--- src/sv/cluster_cone_midpoint_macros.svh ---
// assertion macros shared by the cone midpoint rtl
`ifndef CLUSTER_CONE_MIDPOINT_MACROS_SVH
`define CLUSTER_CONE_MIDPOINT_MACROS_SVH

// clocked check, masked while reset is asserted
`define CCM_ASSERT(label, prop, msg) \
    label: assert property (@(posedge clk) disable iff (!rst_n) (prop)) else $error(msg);

// clocked check that also runs during reset
`define CCM_ASSERT_ALWAYS(label, prop, msg) \
    label: assert property (@(posedge clk) (prop)) else $error(msg);

`endif

--- src/sv/ccm_pkg.sv ---
// shared types and constants for the cluster cone midpoint block
package ccm_pkg;

    // configuration register geometry
    localparam int REG_W     = 15;
    localparam int CFG_IDX_W = 3;

    // configuration register indexes
    localparam logic [CFG_IDX_W-1:0] CFG_MIN_HEIGHT  = 3'd0;
    localparam logic [CFG_IDX_W-1:0] CFG_MAX_HEIGHT  = 3'd1;
    localparam logic [CFG_IDX_W-1:0] CFG_MAX_WIDTH_X = 3'd2;
    localparam logic [CFG_IDX_W-1:0] CFG_MAX_WIDTH_Y = 3'd3;
    localparam logic [CFG_IDX_W-1:0] CFG_BOX_SEED    = 3'd4;

    // configuration reset values
    localparam logic [REG_W-1:0] RST_MIN_HEIGHT  = 15'd100;
    localparam logic [REG_W-1:0] RST_MAX_HEIGHT  = 15'd400;
    localparam logic [REG_W-1:0] RST_MAX_WIDTH_X = 15'd300;
    localparam logic [REG_W-1:0] RST_MAX_WIDTH_Y = 15'd300;
    localparam logic [REG_W-1:0] RST_BOX_SEED    = 15'd10000;

    // half-plane rank of a bearing
    typedef enum logic [1:0] {
        BC_LOW  = 2'd0,
        BC_MID  = 2'd1,
        BC_HIGH = 2'd2
    } bearing_class_t;

endpackage

--- src/sv/cluster_cone_midpoint.sv ---
// cluster cone midpoint finder: per-cluster box, two top-bearing points, midpoint out
//
// channel   dir  transfer when         payload
// s_*       in   s_tvalid & s_tready   tdata: x, y, z; tuser: first of frame; tlast: last of cluster
// m_*       out  m_tvalid & m_tready   tdata: mid x, mid y, frame low z
// cfg_wr_*  in   cfg_wr_en             index, 15-bit value, no read-back
//
// one point per cycle sustained while the result register is empty or being drained; a point
//   lands in the input register, and from there the bearing compare (four parallel products)
//   and box update run into state and the result register, which then shows the result
// the running cluster state is a single feedback loop, which sets the one-point rate
// reset clears the handshake, cluster-open and frame state and loads config defaults
// a stalled result holds the input register; the input side keeps taking transfers
//   as long as the result register is empty or being drained
`include "cluster_cone_midpoint_macros.svh"

module cluster_cone_midpoint #(
    parameter int COORD_WIDTH = 16
) (
    input  logic                                       clk,
    input  logic                                       rst_n,
    // config write port
    input  logic                                       cfg_wr_en,
    input  logic [ccm_pkg::CFG_IDX_W-1:0]              cfg_wr_index,
    input  logic [ccm_pkg::REG_W-1:0]                  cfg_wr_data,
    // point stream
    input  logic                                       s_tvalid,
    output logic                                       s_tready,
    input  logic [((3*COORD_WIDTH+7)/8)*8-1:0]         s_tdata,  // point_x, point_y, point_z
    input  logic                                       s_tuser,  // first_of_frame
    input  logic                                       s_tlast,  // last_of_cluster
    // midpoint stream
    output logic                                       m_tvalid,
    input  logic                                       m_tready,
    output logic [((3*COORD_WIDTH+7)/8)*8-1:0]         m_tdata   // mid_x, mid_y, mid_z
);
    import ccm_pkg::*;

    localparam int W      = COORD_WIDTH;
    localparam int DATA_W = ((3*COORD_WIDTH+7)/8)*8;
    // box width must hold the seed as well as a coordinate
    localparam int BW     = (COORD_WIDTH > REG_W + 1) ? COORD_WIDTH : REG_W + 1;

    // config registers
    logic [REG_W-1:0] min_height_reg, max_height_reg;
    logic [REG_W-1:0] max_width_x_reg, max_width_y_reg;
    logic [REG_W-1:0] box_seed_reg;

    // input register
    logic                in_valid_reg;
    logic signed [W-1:0] in_x_reg, in_y_reg, in_z_reg;
    logic                in_first_reg, in_last_reg;

    // cluster state
    logic                 cluster_open_reg, cluster_open_next;
    logic signed [BW-1:0] box_min_x_reg, box_max_x_reg, box_min_x_next, box_max_x_next;
    logic signed [BW-1:0] box_min_y_reg, box_max_y_reg, box_min_y_next, box_max_y_next;
    logic signed [BW-1:0] box_min_z_reg, box_max_z_reg, box_min_z_next, box_max_z_next;
    logic signed [W-1:0]  best0_x_reg, best0_y_reg, best0_x_next, best0_y_next;
    logic signed [W-1:0]  best1_x_reg, best1_y_reg, best1_x_next, best1_y_next;
    logic                 best0_valid_reg, best1_valid_reg, best0_valid_next, best1_valid_next;
    logic signed [W-1:0]  cluster_low_reg, cluster_low_next;
    logic signed [W-1:0]  frame_low_reg, frame_low_next;

    // result register
    logic                out_valid_reg, out_valid_next;
    logic signed [W-1:0] out_x_reg, out_y_reg, out_z_reg;
    logic signed [W-1:0] out_x_next, out_y_next;

    logic process;

    // a point in the input register moves on when the result slot is free
    assign process  = in_valid_reg && (!out_valid_reg || m_tready);
    assign s_tready = !in_valid_reg || process;
    assign m_tvalid = out_valid_reg;
    assign m_tdata  = DATA_W'({out_z_reg, out_y_reg, out_x_reg});

    function automatic bearing_class_t bclass(input logic signed [W-1:0] x,
                                              input logic signed [W-1:0] y);
        bearing_class_t c;
        if (y[W-1])
            c = BC_LOW;
        else if ((y == '0) && !x[W-1])
            c = BC_MID;
        else
            c = BC_HIGH;
        return c;
    endfunction

    // true when bearing of a is strictly above bearing of b
    function automatic logic bearing_above(input logic signed [W-1:0] ax,
                                           input logic signed [W-1:0] ay,
                                           input logic signed [W-1:0] bx,
                                           input logic signed [W-1:0] by);
        bearing_class_t   ca, cb;
        logic signed [2*W-1:0] p, q;
        logic r;
        ca = bclass(ax, ay);
        cb = bclass(bx, by);
        p  = bx * ay;
        q  = by * ax;
        if (ca != cb)
            r = (ca > cb);
        else if (ca == BC_MID)
            r = 1'b0;
        else
            r = (p > q);
        return r;
    endfunction

    // config writes
    always_ff @(posedge clk or negedge rst_n)
    begin
        if (!rst_n)
        begin
            min_height_reg  <= RST_MIN_HEIGHT;
            max_height_reg  <= RST_MAX_HEIGHT;
            max_width_x_reg <= RST_MAX_WIDTH_X;
            max_width_y_reg <= RST_MAX_WIDTH_Y;
            box_seed_reg    <= RST_BOX_SEED;
        end
        else if (cfg_wr_en)
        begin
            unique case (cfg_wr_index)
                CFG_MIN_HEIGHT:  min_height_reg  <= cfg_wr_data;
                CFG_MAX_HEIGHT:  max_height_reg  <= cfg_wr_data;
                CFG_MAX_WIDTH_X: max_width_x_reg <= cfg_wr_data;
                CFG_MAX_WIDTH_Y: max_width_y_reg <= cfg_wr_data;
                CFG_BOX_SEED:    box_seed_reg    <= cfg_wr_data;
                default:         ;  // unmapped index, write dropped
            endcase
        end
    end

    // per-point update
    always_comb
    begin
        logic signed [BW-1:0]  seed_pos, seed_neg;
        logic signed [BW-1:0]  px, py, pz;
        logic signed [BW-1:0]  e_min_x, e_max_x, e_min_y, e_max_y, e_min_z, e_max_z;
        logic                  e_valid0, e_valid1;
        logic signed [W-1:0]   e_cluster_low, e_frame_low;
        logic                  above0, above1;
        logic signed [BW:0]    h, wx, wy;
        logic                  qualify;
        logic signed [W-1:0]   x2, y2;
        logic signed [W:0]     sum_x, sum_y;

        seed_pos = BW'(signed'({1'b0, box_seed_reg}));
        seed_neg = -seed_pos;
        px = BW'(in_x_reg);
        py = BW'(in_y_reg);
        pz = BW'(in_z_reg);

        // a closed cluster reopens from the seed on its first point
        e_min_x       = cluster_open_reg ? box_min_x_reg : seed_pos;
        e_max_x       = cluster_open_reg ? box_max_x_reg : seed_neg;
        e_min_y       = cluster_open_reg ? box_min_y_reg : seed_pos;
        e_max_y       = cluster_open_reg ? box_max_y_reg : seed_neg;
        e_min_z       = cluster_open_reg ? box_min_z_reg : seed_pos;
        e_max_z       = cluster_open_reg ? box_max_z_reg : seed_neg;
        e_valid0      = cluster_open_reg && best0_valid_reg;
        e_valid1      = cluster_open_reg && best1_valid_reg;
        e_cluster_low = cluster_open_reg ? cluster_low_reg : '0;
        e_frame_low   = in_first_reg ? '0 : frame_low_reg;

        box_min_x_next   = (px < e_min_x) ? px : e_min_x;
        box_max_x_next   = (px > e_max_x) ? px : e_max_x;
        box_min_y_next   = (py < e_min_y) ? py : e_min_y;
        box_max_y_next   = (py > e_max_y) ? py : e_max_y;
        box_min_z_next   = (pz < e_min_z) ? pz : e_min_z;
        box_max_z_next   = (pz > e_max_z) ? pz : e_max_z;
        cluster_low_next = (in_z_reg < e_cluster_low) ? in_z_reg : e_cluster_low;

        // top-two bearing insert, ties keep the earlier point
        above0 = bearing_above(in_x_reg, in_y_reg, best0_x_reg, best0_y_reg);
        above1 = bearing_above(in_x_reg, in_y_reg, best1_x_reg, best1_y_reg);
        best0_x_next     = best0_x_reg;
        best0_y_next     = best0_y_reg;
        best1_x_next     = best1_x_reg;
        best1_y_next     = best1_y_reg;
        best0_valid_next = e_valid0;
        best1_valid_next = e_valid1;
        if (!e_valid0)
        begin
            best0_x_next     = in_x_reg;
            best0_y_next     = in_y_reg;
            best0_valid_next = 1'b1;
        end
        else if (above0)
        begin
            best1_x_next     = best0_x_reg;
            best1_y_next     = best0_y_reg;
            best1_valid_next = 1'b1;
            best0_x_next     = in_x_reg;
            best0_y_next     = in_y_reg;
        end
        else if (!e_valid1 || above1)
        begin
            best1_x_next     = in_x_reg;
            best1_y_next     = in_y_reg;
            best1_valid_next = 1'b1;
        end

        // size check on the closing point
        h  = (BW+1)'(box_max_z_next) - (BW+1)'(box_min_z_next);
        wx = (BW+1)'(box_max_x_next) - (BW+1)'(box_min_x_next);
        wy = (BW+1)'(box_max_y_next) - (BW+1)'(box_min_y_next);
        qualify = in_last_reg
               && (h  > (BW+1)'(signed'({1'b0, min_height_reg})))
               && (h  < (BW+1)'(signed'({1'b0, max_height_reg})))
               && (wx < (BW+1)'(signed'({1'b0, max_width_x_reg})))
               && (wy < (BW+1)'(signed'({1'b0, max_width_y_reg})));

        // a lone point stands for both best points
        x2 = best1_valid_next ? best1_x_next : best0_x_next;
        y2 = best1_valid_next ? best1_y_next : best0_y_next;
        sum_x = (W+1)'(best0_x_next) + (W+1)'(x2);
        sum_y = (W+1)'(best0_y_next) + (W+1)'(y2);
        out_x_next = sum_x[W:1];  // arithmetic halving floors
        out_y_next = sum_y[W:1];

        frame_low_next = e_frame_low;
        if (qualify && (cluster_low_next < e_frame_low))
            frame_low_next = cluster_low_next;

        cluster_open_next = !in_last_reg;

        if (process)
            out_valid_next = qualify;
        else
            out_valid_next = out_valid_reg && !m_tready;
    end

    // input register
    always_ff @(posedge clk or negedge rst_n)
    begin
        if (!rst_n)
            in_valid_reg <= 1'b0;
        else if (s_tready)
            in_valid_reg <= s_tvalid;
    end

    always_ff @(posedge clk)
    begin
        if (s_tvalid && s_tready)
        begin
            in_x_reg     <= s_tdata[W-1:0];
            in_y_reg     <= s_tdata[2*W-1:W];
            in_z_reg     <= s_tdata[3*W-1:2*W];
            in_first_reg <= s_tuser;
            in_last_reg  <= s_tlast;
        end
    end

    // cluster and frame control state
    always_ff @(posedge clk or negedge rst_n)
    begin
        if (!rst_n)
        begin
            cluster_open_reg <= 1'b0;
            best0_valid_reg  <= 1'b0;
            best1_valid_reg  <= 1'b0;
            cluster_low_reg  <= '0;
            frame_low_reg    <= '0;
            out_valid_reg    <= 1'b0;
        end
        else
        begin
            out_valid_reg <= out_valid_next;
            if (process)
            begin
                cluster_open_reg <= cluster_open_next;
                best0_valid_reg  <= best0_valid_next;
                best1_valid_reg  <= best1_valid_next;
                cluster_low_reg  <= cluster_low_next;
                frame_low_reg    <= frame_low_next;
            end
        end
    end

    // box, best points and result payload
    always_ff @(posedge clk)
    begin
        if (process)
        begin
            box_min_x_reg <= box_min_x_next;
            box_max_x_reg <= box_max_x_next;
            box_min_y_reg <= box_min_y_next;
            box_max_y_reg <= box_max_y_next;
            box_min_z_reg <= box_min_z_next;
            box_max_z_reg <= box_max_z_next;
            best0_x_reg   <= best0_x_next;
            best0_y_reg   <= best0_y_next;
            best1_x_reg   <= best1_x_next;
            best1_y_reg   <= best1_y_next;
            out_x_reg     <= out_x_next;
            out_y_reg     <= out_y_next;
            out_z_reg     <= frame_low_next;
        end
    end

    // checks
    `CCM_ASSERT(a_stall_only_on_full_result, !s_tready |-> (in_valid_reg && out_valid_reg && !m_tready), "input stalled without a blocked result")
    `CCM_ASSERT(a_box_ordered, cluster_open_reg |-> (box_max_x_reg >= box_min_x_reg && box_max_y_reg >= box_min_y_reg), "open cluster box inverted")
    `CCM_ASSERT(a_second_needs_first, best1_valid_reg |-> best0_valid_reg, "second best point without a first")
    `CCM_ASSERT(a_result_z_nonpositive, out_valid_reg |-> (out_z_reg[W-1] || out_z_reg == '0), "result z above zero")
    `CCM_ASSERT(a_frame_low_nonpositive, frame_low_reg[W-1] || frame_low_reg == '0, "frame low z above zero")

endmodule

--- config.mk ---
export PLATFORM = sky130hd
export DESIGN_NAME = cluster_cone_midpoint
export DESIGN_NICKNAME = d
export VERILOG_FILES = /design/src/sv/ccm_pkg.sv /design/src/sv/cluster_cone_midpoint.sv
export VERILOG_INCLUDE_DIRS = /design/src /design/src/sv
export SDC_FILE = /design/constraint.sdc
export NUM_CORES = 2
export LEC_CHECK = 0
export ABC_AREA = 1
export BUFFER_PORTS_ARGS = -buffer_cell sky130_fd_sc_hd__buf_2
export CAP_MARGIN = 40
export CELL_PAD_IN_SITES_DETAIL_PLACEMENT = 1
export CELL_PAD_IN_SITES_GLOBAL_PLACEMENT = 1
export CORE_UTILIZATION = 30
export DETAILED_ROUTE_END_ITERATION = 8
export PLACE_DENSITY = 0.54
export SLEW_MARGIN = 10
export SYNTH_ARGS = -nofsm -noshare
export SYNTH_HDL_FRONTEND = slang
export SYNTH_SLANG_ARGS = --single-unit
export TNS_END_PERCENT = 20
--- constraint.sdc ---
create_clock -name clk -period 13.45 [get_ports clk]
set_input_delay 2.0175 -clock clk [delete_from_list [all_inputs] [get_ports clk]]
set_output_delay 2.0175 -clock clk [all_outputs]
set_load 0.01 [all_outputs]
# Word-level counts from Yosys, hierarchy flattened
# Cells that the tools add are included.
classes:
  n_reduce_logical: 33
  addsub: 6
  magnitude_cmp: 16
  n_eq_ne: 7
  mul: 4
  n_mux: 42
op_table:
  columns: ["op", "n"]
  rows:
  - ["two-way mux 16 bit", 28]
  - ["multiplier 16 x 16 -> 32 bit", 4]
  - ["less-than comparator 16 bit", 5]
  - ["greater-than comparator 32 bit", 2]
  - ["less-than comparator 17 x 16 -> 1 bit", 3]
  - ["subtractor 16 x 16 -> 17 bit", 3]
  - ["greater-than comparator 16 bit", 3]
  - ["logical NOT 16 bit", 3]
  - ["adder 16 x 16 -> 17 bit", 2]
  - ["greater-than comparator 17 x 16 -> 1 bit", 1]
  - ["negator 15 -> 16 bit", 1]
  - ["logical AND 1 bit", 13]
  - ["two-way mux 2 bit", 6]
  - ["AND reduction 2 bit", 5]
  - ["logical NOT 1 bit", 8]
  - ["two-way mux 1 bit", 8]
  - ["== test 3 x 2 -> 1 bit (second input constant)", 2]
  - ["greater-than comparator 2 bit", 2]
  - ["inequality test 2 bit", 2]
  - ["== test 3 x 1 -> 1 bit (second input constant)", 1]
  - ["== test 3 bit (second input constant)", 1]
  - ["logical NOT 3 bit", 1]
  - ["logical OR 1 bit", 3]
  - ["== test 2 x 1 -> 1 bit (second input constant)", 1]
word_totals:
  register_bits: 370
  in_bits: 73
  elab_cells: 138

# Depth between registers and ports, before layout
logic_depth:
  word_depth: 13
  mapped_depth: 62

# Least setup slack after synthesis
# Ideal clock, no wire load.
synth_timing:
  kind: "flip-flop to flip-flop"
  startpoint: "reg best0_x_reg[15]"
  endpoint: "reg out_y_reg[13] (data pin)"
  t_arrival_ps: 9423
  stages_incl_launch_ff: 55
  t_required_ps: 13181
  path_buffers: 4
  slack_ps: 3758
  synth_period_minus_slack_ps: 9692
  cell_sequence: "edfxtp_1 clkbuf_1 clkbuf_1 nand2_1 inv_1 fa_1 fa_1 inv_1 fa_1 inv_1 fa_1 fa_1 inv_1 fa_1 inv_1 ha_1 a21oi_1 o21ai_0 (+19 left out) buf_2 o221ai_1 o21ai_0 nand2_1 nand2_1 fa_1 a21o_1 a21oi_1 o21ai_0 nand3_1 nand2_1 nand3_1 nand2_1 a21oi_1 inv_1 a21oi_1 o21ai_0 xor2_1"
synth_via:
  elab_chain_cells: 10
  elab_cells_between_ends: 18
  classes_between: "1 x add/sub; 1 x mul; 2 x order compare; 1 x eq/ne; 11 x mux; 2 x reduce/logical"
synth_lines:
  columns: ["item", "line_no", "rtl"]
  rows:
  - ["start: declaration", "cluster_cone_midpoint.sv:59", "logic signed [W-1:0] best0_x_reg, best0_y_reg, best0_x_next, best0_y_next;"]
  - ["start signal: assignment", "cluster_cone_midpoint.sv:293", "best0_x_reg <= best0_x_next;"]
  - ["branches (longest 5 deep; another with multiplier 16 x 16 -> 32 bit)", null, null]
  - ["two-way mux 1 bit *", "cluster_cone_midpoint.sv:102", "if (ca != cb)"]
  - ["two-way mux 16 bit *", "cluster_cone_midpoint.sv:190", "else if (above0)"]
  - ["two-way mux 16 bit *", "cluster_cone_midpoint.sv:184", "if (!e_valid0)"]
  - ["named net best1_y_next[1]", "cluster_cone_midpoint.sv:60", "logic signed [W-1:0] best1_x_reg, best1_y_reg, best1_x_next, best1_y_next;"]
  - ["two-way mux 16 bit *", "cluster_cone_midpoint.sv:217", "y2 = best1_valid_next ? best1_y_next : best0_y_next;"]
  - ["adder 16 x 16 -> 17 bit *", "cluster_cone_midpoint.sv:219", "sum_y = (W+1)'(best0_y_next) + (W+1)'(y2);"]
  - ["named net out_y_next[13]", "cluster_cone_midpoint.sv:68", "logic signed [W-1:0] out_x_next, out_y_next;"]
  - ["end signal: assignment", "cluster_cone_midpoint.sv:298", "out_y_reg <= out_y_next;"]
  - ["end: declaration", "cluster_cone_midpoint.sv:67", "logic signed [W-1:0] out_x_reg, out_y_reg, out_z_reg;"]
# Mark *: on every way through the listed nets, which the timed path passes.
# A chain may end at the register's enable or synchronous reset.

# Worst setup path after layout
layout_timing:
  startpoint: "reg in_y_reg[5]"
  endpoint: "reg out_y_reg[13] (data pin)"
layout_via:
  elab_chain_cells: 13
  elab_cells_between_ends: 28
  classes_between: "1 x add/sub; 2 x mul; 4 x order compare; 3 x eq/ne; 15 x mux; 3 x reduce/logical"
layout_lines:
  columns: ["item", "line_no", "rtl"]
  rows:
  - ["start: declaration", "cluster_cone_midpoint.sv:51", "logic signed [W-1:0] in_x_reg, in_y_reg, in_z_reg;"]
  - ["start signal: assignment", "cluster_cone_midpoint.sv:249", "in_y_reg <= s_tdata[2*W-1:W];"]
  - ["branches (longest 9 deep; another with multiplier 16 x 16 -> 32 bit)", null, null]
  - ["two-way mux 16 bit *", "cluster_cone_midpoint.sv:190", null]
  - ["two-way mux 16 bit *", "cluster_cone_midpoint.sv:184", null]
  - ["named net best1_y_next[1]", "cluster_cone_midpoint.sv:60", null]
  - ["two-way mux 16 bit *", "cluster_cone_midpoint.sv:217", null]
  - ["adder 16 x 16 -> 17 bit *", "cluster_cone_midpoint.sv:219", null]
  - ["named net out_y_next[13]", "cluster_cone_midpoint.sv:68", null]
# Marks and branches as above.

==> impl_summary.md <==
Run status
The run finished with clean final reports.

Synthesis
The mean area per synthesized cell is 8.197 µm². After Yosys synthesis, and, or, nand and nor cells account for 13.81% of the synthesized area. The synthesized netlist devotes 8.416% of its cell area to compound gates.

The number of synthesized flops with an enable pin is 258. The post-synthesis share of cell area spent on full adders, half adders and majority gates is 44.53%. After synthesis, the largest family of logic cells by area is adder cells. The xor/xnor share of the synthesized area is 2.876%. In this run the cell area of the synthesized design comes to 65,740 µm². The net count after synthesis is 9,801. In this run, synthesis produced a sequential element count of 370. The number of instances in the synthesized netlist is 8,020. Measured against the total synthesized area, the mux share comes to 0.06852%.

The number of distinct library cells after synthesis is 72. The most used flip-flop cell after synthesis is edfxtp_1. During synthesis, Yosys emitted a total of 0 warnings. The sequential fraction of the synthesis area is 16.08%. In the synthesized netlist the async set-or-reset flop fraction comes to 30.27%.

Route
The routed wire length is 239.3 mm. The via count of the routed design is 51,720. The detailed-router iteration count before antenna repair is 5. The average wire per cell in the routed design is 21.92 µm. The number of routed nets with antenna violations is 0. The number of design-rule violations left by the first detailed-router iteration is 2,614. In the routed design, unresolved DRC markers number 0. Using the TritonRoute via totals, the vias-per-cell ratio works out to 4.738.

Die
The area of the core is 217,400 µm². The number of standard-cell rows in the floorplan is 171. In this run the horizontal extent of the chip is 470.1 µm. The floorplan step defined a die boundary enclosing 221,000 µm².

Once the floorplan was initialized, standard cells occupied 30.24% of the core. The die is 470.1 µm tall. The number of top-level pins is 123.

Worst hold path
The classification of the worst-slack hold path is register to register. The count of cells along the worst hold path is 2.

Critical path
The critical path crosses 56 cells after its start point. Across all register-to-register paths, the minimum setup slack is 1.24 ns. The number of buffers and inverters on the critical path is 11. The worst setup path startpoint is in_y_reg[5]. The end of the critical path is out_y_reg[13]. The endpoint arrival time on the critical path is 12.63 ns. The startpoint of the lowest-slack register-to-register path is in_y_reg[5]. STA classifies the critical path endpoint as a register.

The required time of the worst setup path is 13.87 ns. The critical setup path kind is register to register. The worst setup path is launched from a register. On the critical path the largest part of the delay comes from adder cells. The worst flop-to-flop path endpoint is out_y_reg[13]. For this design, the slowest cell found on the critical path is edfxtp_1.

The most used cell along the critical path is nand2_1. On the worst path, the slowest cell contributes a delay of 0.82 ns. The path depth of the worst reg2reg path is 56.

In this run the worst path has a maximum fanout of 41.

Clock network
The TritonCTS clock tree is built. The clock-pin slew on the worst setup and hold paths is 0.07 ns. The post-CTS setup buffer count is 0. The buffer cell driving the clock tree root is clkbuf_16. The maximum clock path buffer count is 3. TritonCTS created 47 clock buffers. The hold buffer count at CTS is 0. The source-to-sink clock delay at the later pin of the worst-skew pair is 0.68 ns. Once the clock tree was built, the resizer swapped 0 gates to a different size. The clock sink count is 370. The deepest level of the CTS H-tree is 2.

Global route
The via count of the first global-routing pass was 57,690. The global-route usage over all layers is 21.93%. The sum of overflow across all layers after global routing is 0. The number of antenna violations at the first check in global routing came to 11.

The pin count of the biggest net entering global routing is 99. The global-route wire length before repair is 366.6 mm.

Finish
The share of layout cells above drive strength 1 is 5.969%. Leaving out fill and tap cells, the most frequent cell in the layout is inv_1. Once layout is done, the placed cells without fillers occupy 71,920 µm². The top cell types in the final layout, fill and taps aside, are inv_1, nand2_1, fa_1. In the final design database the tool counted 9,801 nets. The sequential cell area is 10,580 µm².

The filler cells instantiated in the layout total 25,890. The area used by multi-input combinational logic is 45,850 µm². The area growth from synthesis to layout is 9.404%.

STA
The relative max-transition margin is 39.32%. Setup repair after global routing left no endpoint under its margin. After routing, the total negative slack on setup checks comes to 0 ns. The top achievable clock speed is 81.89 MHz. The max-slew violation total from the final report is 0. Of the available clock period, the critical path in the final layout requires 90.80%. At the pin with the least slew margin, the transition time is 0.9092 ns. The final-report hold violation count came to 0.

The routed design could run at a clock period as short as 12.21 ns. Setup violations remaining at the end of the flow were counted as 0. The final setup skew is 0.08761 ns.

Place
The placement-stage cell area is 70,290 µm². Summed over all nets, the half-perimeter wirelength after detailed placement is 197.2 mm. The number of port buffers is 122.

Routability-driven placement finished with a final weighted congestion of 0.9009.

Flow run
The max capacitance violation total is 0.
worst min path at each step:
stage	start	to	slack [ns]
finish	frame_low_reg[7]	frame_low_reg[7]	0.48
global route	frame_low_reg[2]	frame_low_reg[2]	0.50
CTS	best0_valid_reg	best0_valid_reg	0.48
detailed placement	frame_low_reg[8]	frame_low_reg[8]	0.47
global placement	frame_low_reg[0]	frame_low_reg[0]	0.46
floorplan	best0_valid_reg	best0_valid_reg	0.44
stage by stage:
step	cells	setup WS [ns]	hold WS [ns]	util, %
2_1_floorplan	8020	3.758	0.4400	-
3_3_place_gp	10780	1.386	0.4619	32.00
3_5_place_dp	10820	1.252	0.4689	32.34
4_1_cts	10910	1.276	0.4848	33.08
5_1_grt	10910	0.3030	0.5020	33.08
6_report	10920	1.238	0.4826	33.09
cell families after synthesis:
| logic type | count (synthesis) |
|---|---|
| DFF | 370 |
| adders and majority gates | 1708 |
| and+or+nand+nor | 2269 |
| AOI/OAI and AO/OA | 985 |
| xor gates and xnor gates | 215 |
| buffers and inverters | 2469 |
| muxes | 4 |
layout make-up:
| cell class | count | share of cell area, % |
|---|---|---|
| multi-input combinational | 5181 | 63.75 |
| sequential | 370 | 14.71 |
| inverter | 2124 | 11.10 |
| tap | 2854 | 4.965 |
| timing repair buffer | 296 | 3.232 |
| clock buffer | 59 | 1.841 |
| clock inverter | 28 | 0.3966 |
| antenna | 4 | 0.01392 |
worst reg2reg max path, delay by kind of cell (launching register included):
kind,cells,cell delay (ns)
adders and majority gates,9,3.73
AOI/OAI and AO/OA,18,3.19
and+or+nand+nor,16,1.83
buffers and inverters,11,1.60
xor gates and xnor gates,2,0.86
DFF,1,0.82
cell usage after synthesis (15+ instances only):
master	number	share of area (%)
a211oi_1	15	0.17
a21o_1	23	0.26
a21oi_1	374	2.8
a31oi_1	18	0.17
and2_1	17	0.16
buf_1	32	0.18
buf_2	31	0.24
clkbuf_1	275	1.6
dfrtp_1	93	3.5
dfstp_2	19	0.76
edfxtp_1	258	12
fa_1	1053	32
ha_1	655	12
inv_1	2118	12
nand2_1	1806	10
nand2_2	15	0.14
nand3_1	105	0.80
nand4_1	48	0.46
nor2_1	198	1.1
nor3_1	39	0.30
o21a_1	18	0.21
o21ai_0	380	2.9
o21ai_1	34	0.26
o21ai_2	19	0.25
o221ai_1	22	0.29
xnor2_1	90	1.2
xor2_1	124	1.7
metal layers:
layer,vias to the layer above,part of all wire (%),global-route usage (%)
met2,819,49,38.45
met4,2,3.0,5.626
met3,226,3.2,1.881
met1,26600,45,28.85
met5,-,0.0029,0
li1,24070,-,-
Power is not shown: default switching activity piles up to over one toggle a cycle in this logic, so the estimate is an artifact.
